==> config.mk <==
export PLATFORM = sky130hd
export DESIGN_NAME = t1_prime_block_frame_builder
export DESIGN_NICKNAME = d
export VERILOG_FILES = /design/src/rtl/t1fb_pkg.sv /design/src/rtl/t1fb_decode.sv /design/src/rtl/t1_prime_block_frame_builder.sv
export SDC_FILE = /design/constraint.sdc
export NUM_CORES = 1
export LEC_CHECK = 0
export BUFFER_PORTS_ARGS = -buffer_cell sky130_fd_sc_hd__buf_2
export CORE_AREA = 2 2 135 137
export DETAILED_ROUTE_END_ITERATION = 12
export DIE_AREA = 0 0 137 139
export PLACE_DENSITY_LB_ADDON = 0.12
export SYNTH_ARGS = -nofsm -noshare
export SYNTH_HDL_FRONTEND = slang
export SYNTH_HIERARCHICAL = 1
export SYNTH_SLANG_ARGS = --single-unit
==> constraint.sdc <==
create_clock -name clk -period 4.38 [get_ports clk]
set_input_delay 0.438 -clock clk [delete_from_list [all_inputs] [get_ports clk]]
set_output_delay 0.438 -clock clk [all_outputs]
set_load 0.05 [all_outputs]
==> src/rtl/t1fb_pkg.sv <==
// Package for the T=1 block frame builder: opcodes, constants, item and state
// records, and the reflected CRC-16 byte step.
// No dependencies.
package t1fb_pkg;

  // Input opcodes
  typedef enum logic [1:0] {
    OP_START_CTRL = 2'd0,
    OP_START_SEQ  = 2'd1,
    OP_DATA       = 2'd2,
    OP_UNUSED     = 2'd3
  } opcode_t;

  localparam logic [12:0] MAX_INFO_LEN = 13'd4088;
  localparam logic [7:0]  CTRL_RESYNC  = 8'hCF;
  localparam logic [15:0] CRC_POLY     = 16'h8408;
  localparam logic [15:0] CRC_INIT     = 16'hFFFF;

  // One accepted transaction, decoded into the bytes it emits
  typedef struct packed {
    logic            is_err;       // single error result
    logic            restart_crc;  // first byte restarts the CRC
    logic            add_crc;      // close with the two CRC bytes
    logic [2:0]      nbytes;       // header/data bytes to send (1 or 4; 0 on error)
    logic [3:0][7:0] bytes;
    logic [2:0]      nsteps;       // total results of this transaction
  } item_t;

  // Framing state carried from one transaction to the next
  typedef struct packed {
    logic        seq;
    logic        open;
    logic [12:0] rem;
  } frame_state_t;

  // CRC-16, reflected polynomial 0x8408, one byte per call
  function automatic logic [15:0] crc_step(input logic [15:0] crc, input logic [7:0] b);
    logic [15:0] c;
    c = crc ^ {8'h00, b};
    for (int i = 0; i < 8; i++) begin
      c = c[0] ? ((c >> 1) ^ CRC_POLY) : (c >> 1);
    end
    return c;
  endfunction

endpackage

==> src/rtl/t1fb_decode.sv <==
// Transaction decoder: turns one input transaction and the framing state into
// the list of bytes to emit and the next framing state. Uses t1fb_pkg.
module t1fb_decode (
  input  logic [1:0]            opcode,
  input  logic [7:0]            control_byte,
  input  logic [12:0]           info_length,
  input  logic                  has_data,
  input  logic [7:0]            data_byte,
  input  logic [7:0]            node_address,
  input  t1fb_pkg::frame_state_t state_i,
  output logic                  item_valid,
  output t1fb_pkg::item_t       item_o,
  output t1fb_pkg::frame_state_t state_o
);

  logic [7:0]  ctrl;
  logic [12:0] rem_dec;

  always_comb begin
    item_valid         = 1'b1;
    item_o             = '0;
    state_o            = state_i;
    ctrl               = control_byte;
    rem_dec            = state_i.rem - 13'd1;

    unique case (t1fb_pkg::opcode_t'(opcode))
      t1fb_pkg::OP_UNUSED: begin
        item_valid = 1'b0;
      end
      t1fb_pkg::OP_DATA: begin
        if (!state_i.open || (state_i.rem == '0)) begin
          state_o.open  = 1'b0;
          item_o.is_err = 1'b1;
        end else begin
          item_o.nbytes   = 3'd1;
          item_o.bytes[0] = data_byte;
          state_o.rem     = rem_dec;
          if (rem_dec == '0) begin
            item_o.add_crc = 1'b1;
            state_o.open   = 1'b0;
          end
        end
      end
      t1fb_pkg::OP_START_CTRL, t1fb_pkg::OP_START_SEQ: begin
        // control byte and sequence bit
        if (t1fb_pkg::opcode_t'(opcode) == t1fb_pkg::OP_START_CTRL) begin
          if (control_byte == t1fb_pkg::CTRL_RESYNC) begin
            state_o.seq = 1'b0;
          end
        end else begin
          ctrl        = {1'b0, state_i.seq, 6'd0};
          state_o.seq = ~state_i.seq;
        end
        state_o.open = 1'b0;
        state_o.rem  = '0;
        if (info_length > t1fb_pkg::MAX_INFO_LEN) begin
          item_o.is_err = 1'b1;
        end else begin
          item_o.restart_crc = 1'b1;
          item_o.nbytes      = 3'd4;
          item_o.bytes[0]    = node_address;
          item_o.bytes[1]    = ctrl;
          if (has_data) begin
            item_o.bytes[2] = {3'd0, info_length[12:8]};
            item_o.bytes[3] = info_length[7:0];
          end else begin
            item_o.bytes[2] = info_length[7:0];
            item_o.bytes[3] = 8'h00;
          end
          if (has_data && (info_length != '0)) begin
            state_o.open = 1'b1;
            state_o.rem  = info_length;
          end else begin
            item_o.add_crc = 1'b1;
          end
        end
      end
      default: begin
        item_valid = 1'b0;
      end
    endcase

    // result count
    if (item_o.is_err) begin
      item_o.nsteps = 3'd1;
    end else begin
      item_o.nsteps = item_o.nbytes + (item_o.add_crc ? 3'd2 : 3'd0);
    end
  end

endmodule

==> src/rtl/t1_prime_block_frame_builder.sv <==
// T=1 block frame builder, top level: input register, byte sequencer with
// CRC-16 and output register. Uses t1fb_pkg and t1fb_decode.
// An accepted transaction is registered in the item register, and its first result byte then in the output register.
// Throughput: one result byte per cycle unless out_tready stalls the output; a
// transaction has payload 1, frame close 3, start 4 or 6, or error 1 results, sent
// over the single output byte lane. Unused opcode is dropped at acceptance.
// Reset (rst_n low, synchronous): no frame open, sequence bit 0, CRC 0xFFFF,
// node address 0, output empty.
module t1_prime_block_frame_builder (
  input  logic        clk,
  input  logic        rst_n,
  // configuration: node_address
  input  logic        cfg_wen,
  input  logic [7:0]  cfg_wdata,
  // input stream
  input  logic        in_tvalid,
  output logic        in_tready,
  // tdata: opcode[1:0], control_byte[9:2], info_length[22:10],
  //        has_data[23], data_byte[31:24]
  input  logic [31:0] in_tdata,
  // output stream
  output logic        out_tvalid,
  input  logic        out_tready,
  output logic [7:0]  out_tdata,  // frame_byte[7:0]
  output logic        out_tlast,  // last_of_frame
  output logic        out_tuser   // error
);

  logic [7:0]             addr_r;
  t1fb_pkg::frame_state_t state_r;
  t1fb_pkg::frame_state_t state_nxt;
  t1fb_pkg::item_t        item_r;
  t1fb_pkg::item_t        item_dec;
  logic                   item_dec_valid;
  logic                   busy_r;
  logic [2:0]             idx_r;
  logic [15:0]            crc_r;
  logic [15:0]            crc_nxt;
  logic [15:0]            crc_base;
  logic                   out_valid_r;
  logic [7:0]             out_byte_r;
  logic                   out_last_r;
  logic                   out_err_r;
  logic [7:0]             byte_nxt;
  logic                   last_nxt;
  logic                   err_nxt;
  logic                   accept;
  logic                   load_ok;
  logic                   step;
  logic                   last_step;

  // decode of the incoming transaction
  t1fb_decode u_decode (
    .opcode       (in_tdata[1:0]),
    .control_byte (in_tdata[9:2]),
    .info_length  (in_tdata[22:10]),
    .has_data     (in_tdata[23]),
    .data_byte    (in_tdata[31:24]),
    .node_address (addr_r),
    .state_i      (state_r),
    .item_valid   (item_dec_valid),
    .item_o       (item_dec),
    .state_o      (state_nxt)
  );

  // handshake
  assign load_ok   = !out_valid_r || out_tready;
  assign step      = busy_r && load_ok;
  assign last_step = busy_r && (idx_r == (item_r.nsteps - 3'd1));
  assign in_tready = !busy_r || (last_step && load_ok);
  assign accept    = in_tvalid && in_tready;

  // byte selection and CRC update for the current step
  always_comb begin
    crc_base = (item_r.restart_crc && (idx_r == '0)) ? t1fb_pkg::CRC_INIT : crc_r;
    crc_nxt  = crc_r;
    byte_nxt = 8'h00;
    last_nxt = 1'b0;
    err_nxt  = 1'b0;
    if (item_r.is_err) begin
      last_nxt = 1'b1;
      err_nxt  = 1'b1;
    end else if (idx_r < item_r.nbytes) begin
      byte_nxt = item_r.bytes[idx_r[1:0]];
      crc_nxt  = t1fb_pkg::crc_step(crc_base, byte_nxt);
    end else if (idx_r == item_r.nbytes) begin
      byte_nxt = ~crc_r[15:8];
    end else begin
      byte_nxt = ~crc_r[7:0];
      last_nxt = 1'b1;
    end
  end

  // control and state registers
  always_ff @(posedge clk) begin
    if (!rst_n) begin
      addr_r      <= '0;
      state_r     <= '0;
      busy_r      <= 1'b0;
      idx_r       <= '0;
      crc_r       <= t1fb_pkg::CRC_INIT;
      out_valid_r <= 1'b0;
    end else begin
      if (cfg_wen) begin
        addr_r <= cfg_wdata;
      end
      if (accept) begin
        state_r <= state_nxt;
      end
      if (step) begin
        idx_r <= last_step ? 3'd0 : idx_r + 3'd1;
        crc_r <= crc_nxt;
      end
      if (accept && item_dec_valid) begin
        busy_r <= 1'b1;
      end else if (step && last_step) begin
        busy_r <= 1'b0;
      end
      if (step) begin
        out_valid_r <= 1'b1;
      end else if (out_tready) begin
        out_valid_r <= 1'b0;
      end
    end
  end

  // payload registers
  always_ff @(posedge clk) begin
    if (accept) begin
      item_r <= item_dec;
    end
    if (step) begin
      out_byte_r <= byte_nxt;
      out_last_r <= last_nxt;
      out_err_r  <= err_nxt;
    end
  end

  assign out_tvalid = out_valid_r;
  assign out_tdata  = out_byte_r;
  assign out_tlast  = out_last_r;
  assign out_tuser  = out_err_r;

endmodule

==> impl_metrics.yaml <==
outcome:
  status: "finished clean"
timing:
  report.final.slew_viol_count: 0
  min_period_over_period_pct: 68.0
  layout_min_cycle_time_ns: 2.98
  finalSetupViolations: 0
  hold_viol_final: 0
  fin_hold_ws_ns: 0.360
  maxSlewHeadroom_pct: 27.4
  rsz0062_at_grt: "no"
  fin_setup_tns_ns: 0
  tightest_slew_ns: 1.09
  fin_worst_skew_ns: 0.00918
  clock.fmax_ghz: 0.336
drt:
  dr_wl_met3_um: 510
  drcViolationCount: 0
  detail-route-antenna-nets: 0
  top_layer_used: "met4"
  via_per_inst: 5.09
  wl_met2_um: 6380
  vias: 3999
  wl_met1_um: 6600
  first_pass_iters: 5
  wl_um: 13700
  wl_per_cell_um: 17.5
  drtIter0Drc: 266
yosys:
  synth_nets: 574
  ys_warn_count: 6
  postSynthCellCount: 520
  avgSynthCellArea_sq_um: 10.0
  synth_area_sq_mm: 0.00521
cts:
  cts_buffers: 9
  post_cts_resized: 0
  cts.reportedPaths.clkPinSlew_ns: 0.07
  cts_num_sinks: 94
  htreeDepth: 3
  ctsRootBufferMaster: "clkbuf_16"
  cts_max_path_buffers: 2
  clock_latency_ns: 0.35
  tritoncts: "built"
  cts_hold_buf: 0
  cts_setup_buffers: 0
global_route:
  grt.overflow.total: 0
  grt_usage_pct: 14.9
  grt_pass1_vias: 3963
  grt_max_degree: 49
  grt_first_pass_wirelength_um: 22000
  antenna_found_initial: 0
worst_setup_path:
  cp_max_fo: 30
  r2r-start: "idx_r[1]"
  start_kind: "flip-flop"
  crit_required_ns: 4.56
  r2r_slack_ns: 1.40
  setup.worst_path.start: "idx_r[1]"
  r2r_cells: 6
  cp-endpoint: "crc_r[10]"
  arrival_ns: 3.16
  worstSetupPathType: "reg2reg"
  regToRegEndpoint: "crc_r[10]"
  critPathCaptureType: "flip-flop"
floorplanning:
  start_util_pct: 29.5
  die_area_sq_mm: 0.0190
  dieWidth_um: 137
  fp-row-count: 49
  ios: 57
  die_height_um: 139
  core_sq_mm: 0.0177
power_and_ir_drop:
  power_density_mw_per_mm2: 372
  ir_drop_v: 0.000180
  p_leak_nw: 2.47
finish:
  final_cell_mix: "56 x buf_2, 50 x nand2_1, 50 x edfxtp_1"
  n_antenna_cell: 0
  final_common_cell: "buf_2"
  synthToLayoutAreaGrowth_pct: 13.7
  fin_nets: 605
  layout-drive-gt1-share_pct: 17.1
place:
  dpl.hpwl_um: 9580
  gp_congestion: 0.791
  portBuffers: 56
run:
  maxCapViolCount: 0
min_path:
  min_path_type: "in2reg"
-- flip-flops by register name, indices dropped and copies added (netlist names) --
name	count
out_tvalid	1
addr_r	8
out_tuser	1
out_tdata	8
crc_r	16
item_r	40
busy_r	1
idx_r	3
out_tlast	1
state_r	15
-- layer usage --
| layer | vias to the layer above | GRT usage [%] |
|---|---|---|
| li1 | 1936 | - |
| met1 | 1940 | 21.0 |
| met2 | 105 | 23.0 |
| met3 | 18 | 3.47 |
| met4 | 0 | 3.69 |
| met5 | - | 0 |
-- worst min-delay path by stage --
stage | from | to | slack, ns | cells after the start
after global placement | crc_r[9] | crc_r[9] | 0.48 | 2
after global routing | cfg_wdata[4] | addr_r[4] | 0.36 | 3
final | cfg_wdata[4] | addr_r[4] | 0.36 | 3
after CTS | cfg_wdata[4] | addr_r[4] | 0.35 | 3
after detailed placement | crc_r[9] | crc_r[9] | 0.48 | 2
after floorplan | item_r[40] | out_tuser | 0.44 | 0
-- per-stage QoR --
stage | total power, mW | area (sq um) | util, % | instances | setup WS, ns
detailed placement | 1.42 | 5620 | 31.8 | 769 | 1.42
global placement | 1.42 | 5620 | 31.8 | 769 | 1.49
CTS | 2.23 | 5920 | 33.5 | 785 | 1.40
floorplan | 1.32 | 5210 | - | 520 | 0.854
global route | 2.31 | 5920 | 33.5 | 785 | 1.18
finish | 2.20 | 5920 | 33.5 | 785 | 1.40
-- critical path, cell delays in order, from the launching register on --
cell and delay, ns:
dfxtp_1 0.69, ha_1 0.37, nor2b_1 0.14, o21ai_1 0.19
or4b_2 0.94, nor4b_1 0.40, a311oi_1 0.08
-- cell type report --
| type | instances | area [sq um] |
|---|---|---|
| sequential | 94 | 2380 |
| inverter | 19 | 71.3 |
| multi-input combinational | 369 | 2590 |
| tap | 229 | 287 |
| timing repair buffer | 58 | 295 |
| clock inverter | 7 | 71.3 |
| clock buffer | 9 | 225 |
| fill | 1846 | 11700 |
-- power by group --
part           switching, mW  internal [mW]  total, mW
Sequential            0.0380          0.985       1.02
Combinational          0.229          0.146      0.375
Clock                  0.355          0.445      0.800
Total                  0.622           1.58       2.20
Power figures use the tool's default switching activity.
